File: config.mk
export PLATFORM = sky130hd
export DESIGN_NAME = aspect_fit_nearest_scaler
export DESIGN_NICKNAME = d
export VERILOG_FILES = /design/src/afns_pkg.sv /design/src/afns_div_cell.sv /design/src/afns_size_unit.sv /design/src/aspect_fit_nearest_scaler.sv
export SDC_FILE = /design/constraint.sdc
export NUM_CORES = 2
export LEC_CHECK = 0
export BUFFER_PORTS_ARGS = -buffer_cell sky130_fd_sc_hd__buf_2
export CORE_MARGIN = 4
export CORE_UTILIZATION = 39
export CTS_BUF_LIST = sky130_fd_sc_hd__clkbuf_16
export CTS_CLUSTER_SIZE = 14
export DETAILED_ROUTE_END_ITERATION = 7
export GPL_TIMING_DRIVEN = 1
export PLACE_DENSITY = 0.62
export RECOVER_POWER = 50
export SLEW_MARGIN = 30
export SYNTH_ARGS = -nofsm -noshare
export SYNTH_HDL_FRONTEND = slang
export SYNTH_SLANG_ARGS = --single-unit
File: constraint.sdc
create_clock -name clk_i -period 19.7 [get_ports clk_i]
set_clock_uncertainty 0.1 [all_clocks]
set_input_delay 0 -clock clk_i [delete_from_list [all_inputs] [get_ports clk_i]]
set_output_delay 0 -clock clk_i [all_outputs]
set_load 0.1 [all_outputs]
File: src/afns_pkg.sv
// ----------------------------------------------------------------------------
// afns_pkg
// Shared widths, register indexes and types for the aspect-fit scaler.
// ----------------------------------------------------------------------------
package afns_pkg;

  localparam int unsigned DimW    = 13;  // source, maximum and drawn sizes
  localparam int unsigned CoordW  = 12;  // canvas and source coordinates
  localparam int unsigned IdxW    = 24;  // linear source pixel index
  localparam int unsigned RemW    = 2 * DimW;  // dividend and partial remainder
  localparam int unsigned QuotW   = DimW;      // quotient bits, one per cell
  localparam int unsigned CfgIdxW = 4;

  // register indexes on the write port
  localparam logic [CfgIdxW-1:0] RegSrcWidth     = 4'd0;
  localparam logic [CfgIdxW-1:0] RegSrcHeight    = 4'd1;
  localparam logic [CfgIdxW-1:0] RegSourceValid  = 4'd2;
  localparam logic [CfgIdxW-1:0] RegOriginX      = 4'd3;
  localparam logic [CfgIdxW-1:0] RegOriginY      = 4'd4;
  localparam logic [CfgIdxW-1:0] RegMaxWidth     = 4'd5;
  localparam logic [CfgIdxW-1:0] RegMaxHeight    = 4'd6;
  localparam logic [CfgIdxW-1:0] RegAllowUpscale = 4'd7;

  // saturated configuration seen by the size unit
  typedef struct packed {
    logic [DimW-1:0] src_w;
    logic [DimW-1:0] src_h;
    logic [DimW-1:0] max_w;
    logic [DimW-1:0] max_h;
    logic            src_vld;
    logic            upscale;
  } size_cfg_t;

  // drawn size and status from the size unit
  typedef struct packed {
    logic            busy;
    logic [DimW-1:0] draw_w;
    logic [DimW-1:0] draw_h;
  } size_stat_t;

  // payload handed from cell to cell in the divider chain
  typedef struct packed {
    logic             cov;
    logic [RemW-1:0]  rem_x;
    logic [RemW-1:0]  rem_y;
    logic [QuotW-1:0] quo_x;
    logic [QuotW-1:0] quo_y;
  } div_data_t;

  typedef struct packed {
    logic      vld;
    div_data_t data;
  } cell_t;

  function automatic logic [DimW-1:0] sat_dim(input logic [DimW-1:0] v,
                                              input logic [DimW-1:0] lim);
    sat_dim = (v > lim) ? lim : v;
  endfunction

endpackage

File: src/afns_div_cell.sv
// ----------------------------------------------------------------------------
// afns_div_cell
// One cell of the coordinate divider chain: resolves one quotient bit of the
// x and y divisions and hands the partial remainders to the next cell.
// ----------------------------------------------------------------------------
module afns_div_cell #(
  parameter int unsigned SHIFT = 0
) (
  input  logic                        clk_i,
  input  logic                        rst_ni,
  input  logic [afns_pkg::DimW-1:0]   draw_w_i,
  input  logic [afns_pkg::DimW-1:0]   draw_h_i,
  input  afns_pkg::cell_t             cell_i,
  output afns_pkg::cell_t             cell_o
);

  logic                        vld_q;
  afns_pkg::div_data_t         data_q, data_d;
  logic [afns_pkg::RemW-1:0]   dsh_x, dsh_y;
  logic                        ge_x, ge_y;

  always_comb begin
    dsh_x  = afns_pkg::RemW'(draw_w_i) << SHIFT;
    dsh_y  = afns_pkg::RemW'(draw_h_i) << SHIFT;
    ge_x   = cell_i.data.rem_x >= dsh_x;
    ge_y   = cell_i.data.rem_y >= dsh_y;
    data_d = cell_i.data;
    if (ge_x) begin
      data_d.rem_x = cell_i.data.rem_x - dsh_x;
    end
    if (ge_y) begin
      data_d.rem_y = cell_i.data.rem_y - dsh_y;
    end
    data_d.quo_x[SHIFT] = ge_x;
    data_d.quo_y[SHIFT] = ge_y;
  end

  always_ff @(posedge clk_i or negedge rst_ni) begin
    if (!rst_ni) begin
      vld_q <= 1'b0;
    end else begin
      vld_q <= cell_i.vld;
    end
  end

  always_ff @(posedge clk_i) begin
    data_q <= data_d;
  end

  assign cell_o = '{vld: vld_q, data: data_q};

endmodule

File: src/afns_size_unit.sv
// ----------------------------------------------------------------------------
// afns_size_unit
// Works out the drawn width and height after each register write: cross
// products, ratio compare, then a bit-serial divide for the scaled side unless a special case settles it.
// ----------------------------------------------------------------------------
module afns_size_unit (
  input  logic                  clk_i,
  input  logic                  rst_ni,
  input  logic                  kick_i,
  input  afns_pkg::size_cfg_t   cfg_i,
  output afns_pkg::size_stat_t  stat_o
);

  localparam int unsigned DimW = afns_pkg::DimW;
  localparam int unsigned RemW = afns_pkg::RemW;
  localparam int unsigned CntW = $clog2(DimW);

  localparam logic [2:0] StIdle = 3'd0;
  localparam logic [2:0] StMul  = 3'd1;
  localparam logic [2:0] StCmp  = 3'd2;
  localparam logic [2:0] StDiv  = 3'd3;
  localparam logic [2:0] StFin  = 3'd4;

  logic [2:0]       state_q, state_d;
  logic [DimW-1:0]  draw_w_q, draw_w_d, draw_h_q, draw_h_d;
  logic [DimW-1:0]  w_q, w_d, h_q, h_d;
  logic             none_q, none_d, div_q, div_d, to_h_q, to_h_d;
  logic [RemW-1:0]  pa_q, pa_d, pb_q, pb_d;
  logic [DimW-1:0]  den_q, den_d, rem_q, rem_d, num_q, num_d, quo_q, quo_d;
  logic [CntW-1:0]  cnt_q, cnt_d;
  logic [DimW:0]    trial;
  logic [DimW-1:0]  w_res, h_res;

  always_comb begin
    state_d  = state_q;
    draw_w_d = draw_w_q;
    draw_h_d = draw_h_q;
    w_d      = w_q;
    h_d      = h_q;
    none_d   = none_q;
    div_d    = div_q;
    to_h_d   = to_h_q;
    pa_d     = pa_q;
    pb_d     = pb_q;
    den_d    = den_q;
    rem_d    = rem_q;
    num_d    = num_q;
    quo_d    = quo_q;
    cnt_d    = cnt_q;
    trial    = {rem_q, num_q[DimW-1]};
    w_res    = (div_q && !to_h_q) ? quo_q : w_q;
    h_res    = (div_q && to_h_q) ? quo_q : h_q;

    unique case (state_q)
      StIdle: begin
      end
      StMul: begin
        pa_d   = cfg_i.max_w * cfg_i.src_h;
        pb_d   = cfg_i.max_h * cfg_i.src_w;
        none_d = 1'b0;
        div_d  = 1'b0;
        state_d = StFin;
        if (!cfg_i.src_vld || cfg_i.src_w == '0 || cfg_i.src_h == '0) begin
          none_d = 1'b1;
          w_d    = '0;
          h_d    = '0;
        end else if (cfg_i.max_w == '0 || cfg_i.max_h == '0) begin
          w_d = DimW'(1);
          h_d = DimW'(1);
        end else if (!cfg_i.upscale && cfg_i.max_w >= cfg_i.src_w &&
                     cfg_i.max_h >= cfg_i.src_h) begin
          w_d = cfg_i.src_w;
          h_d = cfg_i.src_h;
        end else begin
          state_d = StCmp;
        end
      end
      StCmp: begin
        div_d = 1'b1;
        cnt_d = CntW'(DimW - 1);
        quo_d = '0;
        if (pa_q <= pb_q) begin
          // width ratio is the smaller or equal: height = sh * mw / sw
          w_d    = cfg_i.max_w;
          to_h_d = 1'b1;
          den_d  = cfg_i.src_w;
          rem_d  = pa_q[RemW-1:DimW];
          num_d  = pa_q[DimW-1:0];
        end else begin
          h_d    = cfg_i.max_h;
          to_h_d = 1'b0;
          den_d  = cfg_i.src_h;
          rem_d  = pb_q[RemW-1:DimW];
          num_d  = pb_q[DimW-1:0];
        end
        state_d = StDiv;
      end
      StDiv: begin
        if (trial >= {1'b0, den_q}) begin
          rem_d = DimW'(trial - {1'b0, den_q});
          quo_d = {quo_q[DimW-2:0], 1'b1};
        end else begin
          rem_d = trial[DimW-1:0];
          quo_d = {quo_q[DimW-2:0], 1'b0};
        end
        num_d = {num_q[DimW-2:0], 1'b0};
        cnt_d = cnt_q - CntW'(1);
        if (cnt_q == '0) begin
          state_d = StFin;
        end
      end
      StFin: begin
        // a valid source always draws at least one pixel each way
        draw_w_d = (!none_q && w_res == '0) ? DimW'(1) : w_res;
        draw_h_d = (!none_q && h_res == '0) ? DimW'(1) : h_res;
        state_d  = StIdle;
      end
      default: begin
        state_d = StIdle;
      end
    endcase

    // restart on any register write
    if (kick_i) begin
      state_d = StMul;
    end
  end

  always_ff @(posedge clk_i or negedge rst_ni) begin
    if (!rst_ni) begin
      state_q  <= StIdle;
      draw_w_q <= '0;
      draw_h_q <= '0;
    end else begin
      state_q  <= state_d;
      draw_w_q <= draw_w_d;
      draw_h_q <= draw_h_d;
    end
  end

  always_ff @(posedge clk_i) begin
    w_q    <= w_d;
    h_q    <= h_d;
    none_q <= none_d;
    div_q  <= div_d;
    to_h_q <= to_h_d;
    pa_q   <= pa_d;
    pb_q   <= pb_d;
    den_q  <= den_d;
    rem_q  <= rem_d;
    num_q  <= num_d;
    quo_q  <= quo_d;
    cnt_q  <= cnt_d;
  end

  assign stat_o = '{busy: (state_q != StIdle), draw_w: draw_w_q, draw_h: draw_h_q};

endmodule

File: src/aspect_fit_nearest_scaler.sv
// ----------------------------------------------------------------------------
// aspect_fit_nearest_scaler
// Maps a canvas pixel to the source pixel an aspect-fit, top-left anchored
// nearest-neighbor scaler copies there.
// ----------------------------------------------------------------------------
//  channel   handshake             payload
//  config    cfg_we_i              cfg_idx_i, cfg_data_i
//  pixel in  start_i, busy_o       canvas_x_i, canvas_y_i
//  result    done_o (one cycle)    covered_o, source_x_o, source_y_o,
//                                  source_index_o
//
//  One item per cycle while busy_o is low; each item passes the stage A and stage B registers,
//  the divider chain of 13 cells, one quotient bit each, and the stage C and D registers.
//  After each register write busy_o stays high while the size unit recomputes the drawn
//  size; the serial divide, where it is needed, makes that update the longer one.
//  Reset clears the pipeline valid bits and sets the drawn size to 0x0.
//  The receiver cannot stall; results are never held back.
// ----------------------------------------------------------------------------
module aspect_fit_nearest_scaler #(
  parameter int unsigned MAX_DIM       = 4096,
  parameter int unsigned CANVAS_WIDTH  = 1920,
  parameter int unsigned CANVAS_HEIGHT = 1080
) (
  input  logic                            clk_i,
  input  logic                            rst_ni,
  input  logic                            cfg_we_i,
  input  logic [afns_pkg::CfgIdxW-1:0]    cfg_idx_i,
  input  logic [afns_pkg::DimW-1:0]       cfg_data_i,
  input  logic                            start_i,
  output logic                            busy_o,
  input  logic [afns_pkg::CoordW-1:0]     canvas_x_i,
  input  logic [afns_pkg::CoordW-1:0]     canvas_y_i,
  output logic                            done_o,
  output logic                            covered_o,
  output logic [afns_pkg::CoordW-1:0]     source_x_o,
  output logic [afns_pkg::CoordW-1:0]     source_y_o,
  output logic [afns_pkg::IdxW-1:0]       source_index_o
);

  localparam int unsigned DimW   = afns_pkg::DimW;
  localparam int unsigned CoordW = afns_pkg::CoordW;
  localparam int unsigned RemW   = afns_pkg::RemW;
  localparam int unsigned QuotW  = afns_pkg::QuotW;
  localparam int unsigned IdxW   = afns_pkg::IdxW;
  localparam int unsigned DimMax = (1 << DimW) - 1;
  localparam logic [DimW-1:0] SatLim =
      (MAX_DIM > DimMax) ? DimW'(DimMax) : DimW'(MAX_DIM);
  localparam logic [DimW-1:0] CanvasW = DimW'(CANVAS_WIDTH);
  localparam logic [DimW-1:0] CanvasH = DimW'(CANVAS_HEIGHT);
  localparam int unsigned Latency = QuotW + 4;

  // configuration registers
  logic [DimW-1:0]   src_w_q, src_h_q, max_w_q, max_h_q;
  logic [CoordW-1:0] org_x_q, org_y_q;
  logic              src_vld_q, upscale_q;

  always_ff @(posedge clk_i or negedge rst_ni) begin
    if (!rst_ni) begin
      src_w_q   <= '0;
      src_h_q   <= '0;
      src_vld_q <= 1'b0;
      org_x_q   <= '0;
      org_y_q   <= '0;
      max_w_q   <= '0;
      max_h_q   <= '0;
      upscale_q <= 1'b0;
    end else if (cfg_we_i) begin
      unique case (cfg_idx_i)
        afns_pkg::RegSrcWidth:     src_w_q   <= cfg_data_i;
        afns_pkg::RegSrcHeight:    src_h_q   <= cfg_data_i;
        afns_pkg::RegSourceValid:  src_vld_q <= cfg_data_i[0];
        afns_pkg::RegOriginX:      org_x_q   <= cfg_data_i[CoordW-1:0];
        afns_pkg::RegOriginY:      org_y_q   <= cfg_data_i[CoordW-1:0];
        afns_pkg::RegMaxWidth:     max_w_q   <= cfg_data_i;
        afns_pkg::RegMaxHeight:    max_h_q   <= cfg_data_i;
        afns_pkg::RegAllowUpscale: upscale_q <= cfg_data_i[0];
        default: begin
        end
      endcase
    end
  end

  afns_pkg::size_cfg_t  size_cfg;
  afns_pkg::size_stat_t size_stat;
  logic [DimW-1:0]      sw, sh;

  assign sw = afns_pkg::sat_dim(src_w_q, SatLim);
  assign sh = afns_pkg::sat_dim(src_h_q, SatLim);

  assign size_cfg = '{
    src_w:   sw,
    src_h:   sh,
    max_w:   afns_pkg::sat_dim(max_w_q, SatLim),
    max_h:   afns_pkg::sat_dim(max_h_q, SatLim),
    src_vld: src_vld_q,
    upscale: upscale_q
  };

  afns_size_unit u_size (
    .clk_i  (clk_i),
    .rst_ni (rst_ni),
    .kick_i (cfg_we_i),
    .cfg_i  (size_cfg),
    .stat_o (size_stat)
  );

  assign busy_o = size_stat.busy;

  // stage A: coverage test and panel offset
  logic              accept;
  logic [CoordW-1:0] dx, dy;
  logic              cov;
  logic              a_vld_q, a_cov_q;
  logic [CoordW-1:0] a_dx_q, a_dy_q;

  assign accept = start_i && !busy_o;
  assign dx     = canvas_x_i - org_x_q;
  assign dy     = canvas_y_i - org_y_q;
  assign cov    = (size_stat.draw_w != '0) && (size_stat.draw_h != '0) &&
                  ({1'b0, canvas_x_i} < CanvasW) && ({1'b0, canvas_y_i} < CanvasH) &&
                  (canvas_x_i >= org_x_q) && (canvas_y_i >= org_y_q) &&
                  ({1'b0, dx} < size_stat.draw_w) && ({1'b0, dy} < size_stat.draw_h);

  always_ff @(posedge clk_i or negedge rst_ni) begin
    if (!rst_ni) begin
      a_vld_q <= 1'b0;
    end else begin
      a_vld_q <= accept;
    end
  end

  always_ff @(posedge clk_i) begin
    a_cov_q <= cov;
    // zero the offsets of uncovered pixels so the chain sees clean operands
    a_dx_q  <= cov ? dx : '0;
    a_dy_q  <= cov ? dy : '0;
  end

  // stage B: dividends d * src, then the cell chain
  afns_pkg::cell_t  chain [QuotW+1];
  logic [RemW-1:0]  prod_x, prod_y;
  logic             b_vld_q;
  afns_pkg::div_data_t b_data_q;

  assign prod_x = {1'b0, a_dx_q} * sw;
  assign prod_y = {1'b0, a_dy_q} * sh;

  always_ff @(posedge clk_i or negedge rst_ni) begin
    if (!rst_ni) begin
      b_vld_q <= 1'b0;
    end else begin
      b_vld_q <= a_vld_q;
    end
  end

  always_ff @(posedge clk_i) begin
    b_data_q <= '{cov: a_cov_q, rem_x: prod_x, rem_y: prod_y, quo_x: '0, quo_y: '0};
  end

  assign chain[0] = '{vld: b_vld_q, data: b_data_q};

  for (genvar g = 0; g < QuotW; g++) begin : g_cell
    afns_div_cell #(
      .SHIFT (QuotW - 1 - g)
    ) u_cell (
      .clk_i    (clk_i),
      .rst_ni   (rst_ni),
      .draw_w_i (size_stat.draw_w),
      .draw_h_i (size_stat.draw_h),
      .cell_i   (chain[g]),
      .cell_o   (chain[g+1])
    );
  end

  // stage C: clamp to the last source pixel, row offset product
  afns_pkg::cell_t   tail;
  logic [DimW-1:0]   sw_m1, sh_m1, sx, sy;
  logic [RemW-1:0]   row_prod;
  logic              c_vld_q, c_cov_q;
  logic [DimW-1:0]   c_sx_q, c_sy_q;
  logic [RemW-1:0]   c_prod_q;

  assign tail     = chain[QuotW];
  assign sw_m1    = sw - DimW'(1);
  assign sh_m1    = sh - DimW'(1);
  assign sx       = (tail.data.quo_x > sw_m1) ? sw_m1 : tail.data.quo_x;
  assign sy       = (tail.data.quo_y > sh_m1) ? sh_m1 : tail.data.quo_y;
  assign row_prod = sy * sw;

  always_ff @(posedge clk_i or negedge rst_ni) begin
    if (!rst_ni) begin
      c_vld_q <= 1'b0;
    end else begin
      c_vld_q <= tail.vld;
    end
  end

  always_ff @(posedge clk_i) begin
    c_cov_q  <= tail.data.cov;
    c_sx_q   <= sx;
    c_sy_q   <= sy;
    c_prod_q <= row_prod;
  end

  // stage D: result register, fields forced to zero when not covered
  logic              done_q, covered_q;
  logic [CoordW-1:0] src_x_q, src_y_q;
  logic [IdxW-1:0]   src_idx_q;
  logic [RemW-1:0]   idx_sum;

  assign idx_sum = c_prod_q + RemW'(c_sx_q);

  always_ff @(posedge clk_i or negedge rst_ni) begin
    if (!rst_ni) begin
      done_q <= 1'b0;
    end else begin
      done_q <= c_vld_q;
    end
  end

  always_ff @(posedge clk_i) begin
    covered_q <= c_cov_q;
    src_x_q   <= c_cov_q ? c_sx_q[CoordW-1:0] : '0;
    src_y_q   <= c_cov_q ? c_sy_q[CoordW-1:0] : '0;
    src_idx_q <= c_cov_q ? idx_sum[IdxW-1:0] : '0;
  end

  assign done_o         = done_q;
  assign covered_o      = covered_q;
  assign source_x_o     = src_x_q;
  assign source_y_o     = src_y_q;
  assign source_index_o = src_idx_q;

`ifndef SYNTHESIS
  a_item_out: assert property (@(posedge clk_i) disable iff (!rst_ni)
    (start_i && !busy_o) |-> ##Latency done_o)
    else $error("accepted item produced no result");

  a_no_spurious: assert property (@(posedge clk_i) disable iff (!rst_ni)
    done_o |-> $past(start_i && !busy_o, Latency))
    else $error("result without a matching item");

  a_uncov_zero: assert property (@(posedge clk_i) disable iff (!rst_ni)
    (done_o && !covered_o) |->
      (source_x_o == '0 && source_y_o == '0 && source_index_o == '0))
    else $error("uncovered result carries nonzero source fields");

  a_cfg_busy: assert property (@(posedge clk_i) disable iff (!rst_ni)
    cfg_we_i |=> busy_o)
    else $error("register write did not start a size update");
`endif

endmodule
# Yosys cells after proc, flatten, opt, wreduce, memory -nomap -nowiden

Cells that the tools add are included.

Bits in registers: 1,255
Output and inout port bits: 51
Word-level logic and storage cells: 322

Add/subtract/negate cells: 31
$mul: 5
Order comparisons: 42
Equality and inequality tests: 16
Mux-type cells: 62
Reduce and logical (&&, ||, !) cells: 47

Operators with widths:

| operator             | count |
|---|---|
| $mux 26              | 22 |
| $mux 13              | 22 |
| $pmux 13 s2          | 5 |
| $logic_not 13->1     | 6 |
| $ge 26x13->1         | 2 |
| $ge 26x14->1         | 2 |
| $ge 26x15->1         | 2 |
| $ge 26x16->1         | 2 |
| $ge 26x17->1         | 2 |
| $ge 26x18->1         | 2 |
| $ge 26x19->1         | 2 |
| $ge 26x20->1         | 2 |
| $ge 26x21->1         | 2 |
| $ge 26x22->1         | 2 |
| $ge 26x23->1         | 2 |
| $ge 26x24->1         | 2 |
| $gt 13x13->1 const B | 4 |
| $mul 13x13->26       | 2 |
| $sub 25x25->26       | 2 |
| $sub 26x14->26       | 2 |
| $sub 26x15->26       | 2 |
| $sub 26x16->26       | 2 |
| $sub 26x17->26       | 2 |
| $sub 26x18->26       | 2 |
| 47 further kinds     | 106 |

# Longest topological paths before layout

Word-level depth: 10
Gate-level depth with buffers: 41
Gate-level depth less buffers: 37

# Modules after synthesis

Synthesis repeated with hierarchy kept, for this count alone.

Cell total of the unflattened synthesis: 9,883
Area total of the unflattened synthesis: 93,121.8 um2

By module, submodules not included:

| module                             | times used | cells each | area each (um2) | sequential area each (um2) |
|---|---|---|---|---|
| aspect_fit_nearest_scaler          | 1          | 2,843      | 26,061.2        | 5,555.3 |
| afns_size_unit                     | 1          | 2,106      | 19,884.1        | 4,839.6 |
| afns_div_cell at g_cell[10].u_cell | 1          | 405        | 3,888.7         | 1,606.5 |
| afns_div_cell at g_cell[12].u_cell | 1          | 420        | 3,861.2         | 1,606.5 |
| afns_div_cell at g_cell[11].u_cell | 1          | 427        | 3,849.9         | 1,606.5 |
| afns_div_cell at g_cell[9].u_cell  | 1          | 383        | 3,763.6         | 1,606.5 |
| afns_div_cell at g_cell[6].u_cell  | 1          | 392        | 3,684.8         | 1,606.5 |
| afns_div_cell at g_cell[7].u_cell  | 1          | 389        | 3,631.0         | 1,606.5 |
| afns_div_cell at g_cell[5].u_cell  | 1          | 380        | 3,624.7         | 1,606.5 |
| afns_div_cell at g_cell[4].u_cell  | 1          | 368        | 3,585.9         | 1,606.5 |
| afns_div_cell at g_cell[8].u_cell  | 1          | 363        | 3,557.2         | 1,606.5 |
| afns_div_cell at g_cell[0].u_cell  | 1          | 338        | 3,484.6         | 1,606.5 |
| afns_div_cell at g_cell[3].u_cell  | 1          | 368        | 3,437.0         | 1,606.5 |
| afns_div_cell at g_cell[1].u_cell  | 1          | 358        | 3,435.8         | 1,606.5 |
| afns_div_cell at g_cell[2].u_cell  | 1          | 343        | 3,372.0         | 1,606.5 |

# Least setup slack after synthesis

OpenSTA, ideal clock, no wires.

Kind: flip-flop to flip-flop
Start point: reg src_h_q[12]
End point: reg c_prod_q[23]
Setup time: 121 ps
Data arrival time: 8,342 ps
Data required time: 19,479 ps
Path slack: 11,137 ps
Cell stages (with the launch flop): 38
Period minus slack after synthesis: 8,563 ps
Cell sequence: dfrtp_1 > nor2b_1 > clkbuf_1 > inv_1 > buf_1 > ha_1 > o21ai_1 > o21bai_1 > nor3_1 > o22ai_1 > inv_1 > ha_1 > and4_1 > nand3_1 > a211o_1 > a21oi_1 > clkbuf_1 > mux2i_1 > (+2 left out) > fa_1 > fa_1 > inv_1 > fa_1 > fa_1 > inv_1 > fa_1 > inv_1 > ha_1 > a21o_1 > a21oi_1 > o21ai_0 > a211oi_1 > o21ai_0 > a21oi_1 > o21a_1 > o21ai_0 > xnor2_1

Cells in the longest elaborated chain, start to end: 6

RTL lines:

| item                     | line                             | text |
|---|---|---|
| start: declaration       | aspect_fit_nearest_scaler.sv:53  | `logic [DimW-1:0] src_w_q, src_h_q, max_w_q, max_h_q;` |
| start signal: assignment | aspect_fit_nearest_scaler.sv:70  | `afns_pkg::RegSrcHeight: src_h_q <= cfg_data_i;` |
| $gt 13x13->1             | afns_pkg.sv:57                   | `sat_dim = (v > lim) ? lim : v;` |
| $mux 13 *                | afns_pkg.sv:57                   |  |
| $sub 13x1->13 *          | aspect_fit_nearest_scaler.sv:185 | `assign sh_m1 = sh - DimW'(1);` |
| $gt 13x13->1             | aspect_fit_nearest_scaler.sv:187 | `assign sy = (tail.data.quo_y > sh_m1) ? sh_m1 : tail.data.quo_y;` |
| $mux 13 *                | aspect_fit_nearest_scaler.sv:187 |  |
| named net sy[4]          | aspect_fit_nearest_scaler.sv:177 | `logic [DimW-1:0] sw_m1, sh_m1, sx, sy;` |
| $mul 13x13->24 *         | aspect_fit_nearest_scaler.sv:188 | `assign row_prod = sy * sw;` |
| named net row_prod[23]   | aspect_fit_nearest_scaler.sv:178 | `logic [RemW-1:0] row_prod;` |
| end signal: assignment   | aspect_fit_nearest_scaler.sv:202 | `c_prod_q <= row_prod;` |
| end: declaration         | aspect_fit_nearest_scaler.sv:181 | `logic [RemW-1:0] c_prod_q;` |

The timed path passes the listed nets; every way through them passes the cells marked *.
A chain may end at the register's enable or synchronous reset.

# Final worst setup path

Same ends and word-level chain as after synthesis.

==> metrics.md <==
| Metric | Value |
|---|---|
| CTS tree | done |
| Top cells by area, synth | dfxtp_1 24%, fa_1 15%, ha_1 12%, edfxtp_1 5.0%, inv_1 4.4% |
| WL per Instance | 19.0 um |
| Die Ht | 469 um |
| Cells after synthesis | 8767 |
| Ys async rst share | a little under 10% |
| Critical path class | reg -> reg |
| PostCTS Resize Cnt | 0 |
| Top_reg_cell synth | dfxtp_1 |
| Cells after DPL | 11.5k |
| Clock Tree Root | clkbuf_16 |
| Initial DRC count | 4368 |
| Register bit total from synthesis | around 1.3k |
| Fin. max-slew vios | about 500 |
| Failing checks | capacitance limit, slew limit |
| Worst Setup Start Kind | flop |
| Most numerous cell in the Yosys netlist | dfxtp_1 |
| Area growth from synthesis to layout | 11.0% |
| Outcome | complete, but fails checks |
| Max-slew headroom | -140% |
| CTS Sinks | about 1.3k |
| Initial Utilization | 39.4% |
| Crit share post-route | approximately three fifths |
| H-tree depth | 4 |
| Largest area contributor in the netlist | dfxtp_1 |
| # DRC | 0 |
| Vias per cell | 5.26 |
| Number of global-route vias before repair | 63.0k |
| HP Class | in -> reg |
| Clk_lat worst skew | 0.80 ns |
| Final core occ | between 40% and 50% |
| Pre-CTS WS | roughly 9.5 ns |
| Clk pin slew, worst setup/hold paths | approximately 0.060 ns |
| Port bufs | between 90 and 100 |
| CP top delay family | buffers and inverters |
| Non-Filler Instances | between 10k and 15k |
| Post-synth EDFFs | 137 |
| Synth top area share | 24.0% |
| Leak | 42.4 nW |
| Num CTS Buffers | between 100 and 150 |
| CTS Hold Bufs | 63 |
| Drt pass-1 iters | 6 |
| Fmax | 0.0851 GHz |
| Largest net degree at the start of global routing | 64 |
| Layout cells sized above 1 | under 10% |
| Syn Nets | approximately 10k |
| Clock period minus worst slack | 11.75 ns |
| Final nets | 10.4k |
| Final Routed Wirelength | 224000 um |
| Initial antenna violation count | 23 |
| Vias | 62.1k |
| Syn Area/Cell | around 9.5 sq um |
| Post-CTS setup buffers | 0 |
| Detail Route Antenna Nets | 0 |
| Die ar. | 220000 sq um |
| Rows | 168 |
| Crit path DAT | 12.29 ns |
| PwrDens | 177 nW/um^2 |
| First-pass GRT wire length | 353000 um |
| Most frequent CP cell | inv_1 |
| CP Max Fanout | 41 |
| Slowest stage delay, CP | 1.59 ns |
| Buf+Inv Stages, Crit Path | 9 |
| Fin worst setup slack | about 7.9 ns |
| Worst-margin pin slew | 3.60 ns |
| Die X-Extent | 469 um |
| Mapped cell area | 82900 sq um |
| RSZ-0062 raised after global routing | no |
| Final Hold Fails | 0 |
| Final setup fails | 0 |
| I/O pin count | 96 |
| Sequential area share after synthesis | between 30% and 40% |
| Post-synth top cells | 994 x dfxtp_1, 977 x inv_1, 900 x nand2_1 |
| Hpwl dp | between 150000 and 200000 um |
| Critical Path RT | 20.24 ns |
| YS warnings | 0 |
| Yosys cell types | 100 |
| Crit. End Element | flop |
| Max-cap violation count | 12 |
| Fillers | 20.1k |
| GRT overflow | 0 |
| VDD IR max | 0.214 mV |
| Final Wtd Congestion | around 0.93 |
| Core footprint | 210000 sq um |
| Critical-path top delay cell | clkbuf_1 |
| CTS Buffer Depth | 3 |
| Final TNS setup | 0 ns |
| GRT Util Overall | 20.3% |
==> worst min-delay path, cell delays in order <==
cell and delay, ns:
dlygate4sd3_1 0.61, buf_2 0.20, mux2_2 0.16
==> where the power goes <==
part | switching (mW) | leakage (nW) | internal (mW) | total (mW)
clock | 1.13 | 2.42 | 1.60 | 2.72
sequential | 0.504 | 11.0 | 3.48 | 3.99
combinational | 5.56 | 29.0 | 4.01 | 9.57
==> state kept, by name, indices dropped and copies added, names as in the netlist, 24 cells and up <==
signal	cells
source_index_o	24
u_size.pa_q	26
c_prod_q	24
b_data_q	51
u_size.pb_q	26
g_cell.u_cell.cell_o	819
==> through the flow <==
stage	total power, mW	hold WS [ns]	cell area, sq um
floorplan	11.1	-0.396	82900
global placement	13.3	-0.0874	86600
detailed placement	13.5	-0.0810	86600
CTS	16.4	0.0647	92100
global route	17.8	0.0754	91900
finish	16.3	0.125	91900
==> layer usage <==
layer | vias to the layer above | GRT usage [%] | share of wire, %
met5 | - | 0 | 0.012
met2 | 1857 | 33.6 | 46
met4 | 4 | 7.09 | 3.7
met3 | 429 | 3.30 | 6.4
met1 | 30300 | 26.9 | 43
li1 | 29600 | - | -
==> cell families (layout without fill, tap and decap cells) <==
logic type	after synthesis	after routing	share of synthesized area (%)
other	0	8	0
multiplexers	235	235	3.06
XOR/XNOR	516	516	5.45
adder cells (fa/ha/maj)	1431	1431	27.1
buffers and inverters	1256	1495	5.76
AO/OA/AOI/OAI	1370	1370	10.3
AND/OR/NAND/NOR	2704	2704	15.6
flip-flops	1255	1255	32.7
==> path summary, 6_finish.rpt <==
| check | start | endpoint | slack [ns] | cells past startpoint |
|---|---|---|---|---|
| max | src_h_q[12] | c_prod_q[23] | 7.95 | 36 |
| min | cfg_data_i[12] | src_h_q[12] | 0.12 | 3 |
| max reg2reg | src_h_q[12] | c_prod_q[23] | 7.95 | 36 |
| min reg2reg | g_cell[8].u_cell.cell_o[78] | g_cell[9].u_cell.cell_o[78] | 0.22 | 0 |
| max in group asynchronous | rst_ni | u_size.draw_w_q[6] | 15.58 | 4 |
| min in group asynchronous | rst_ni | u_size.draw_h_q[4] | 1.83 | 4 |
==> layout make-up <==
class / instances / area (sq um) / share of cell area [%]
multi-input combinational: 6256 / 51100 / 55.5
sequential: 1255 / 27100 / 29.5
inverter: 1002 / 3760 / 4.09
clock buffer: 144 / 3600 / 3.92
tap: 2805 / 3510 / 3.82
timing repair buffer: 241 / 1620 / 1.76
clock inverter: 108 / 1240 / 1.35
antenna: 8 / 20.0 / 0.0218
==> cells in the final DEF (no fill, tap or decap), types with 141 or more instances in the layout <==
cell       count
ha_1         821
dfxtp_1      994
inv_1        997
xor2_1       207
a21oi_1      451
clkbuf_16    144
xnor2_1      309
nor3_1       148
nand2_1      900
and2_1       163
mux2_2       141
nor2_1       712
fa_1         610
o21ai_0      324
Power figures use the tool's default switching activity.
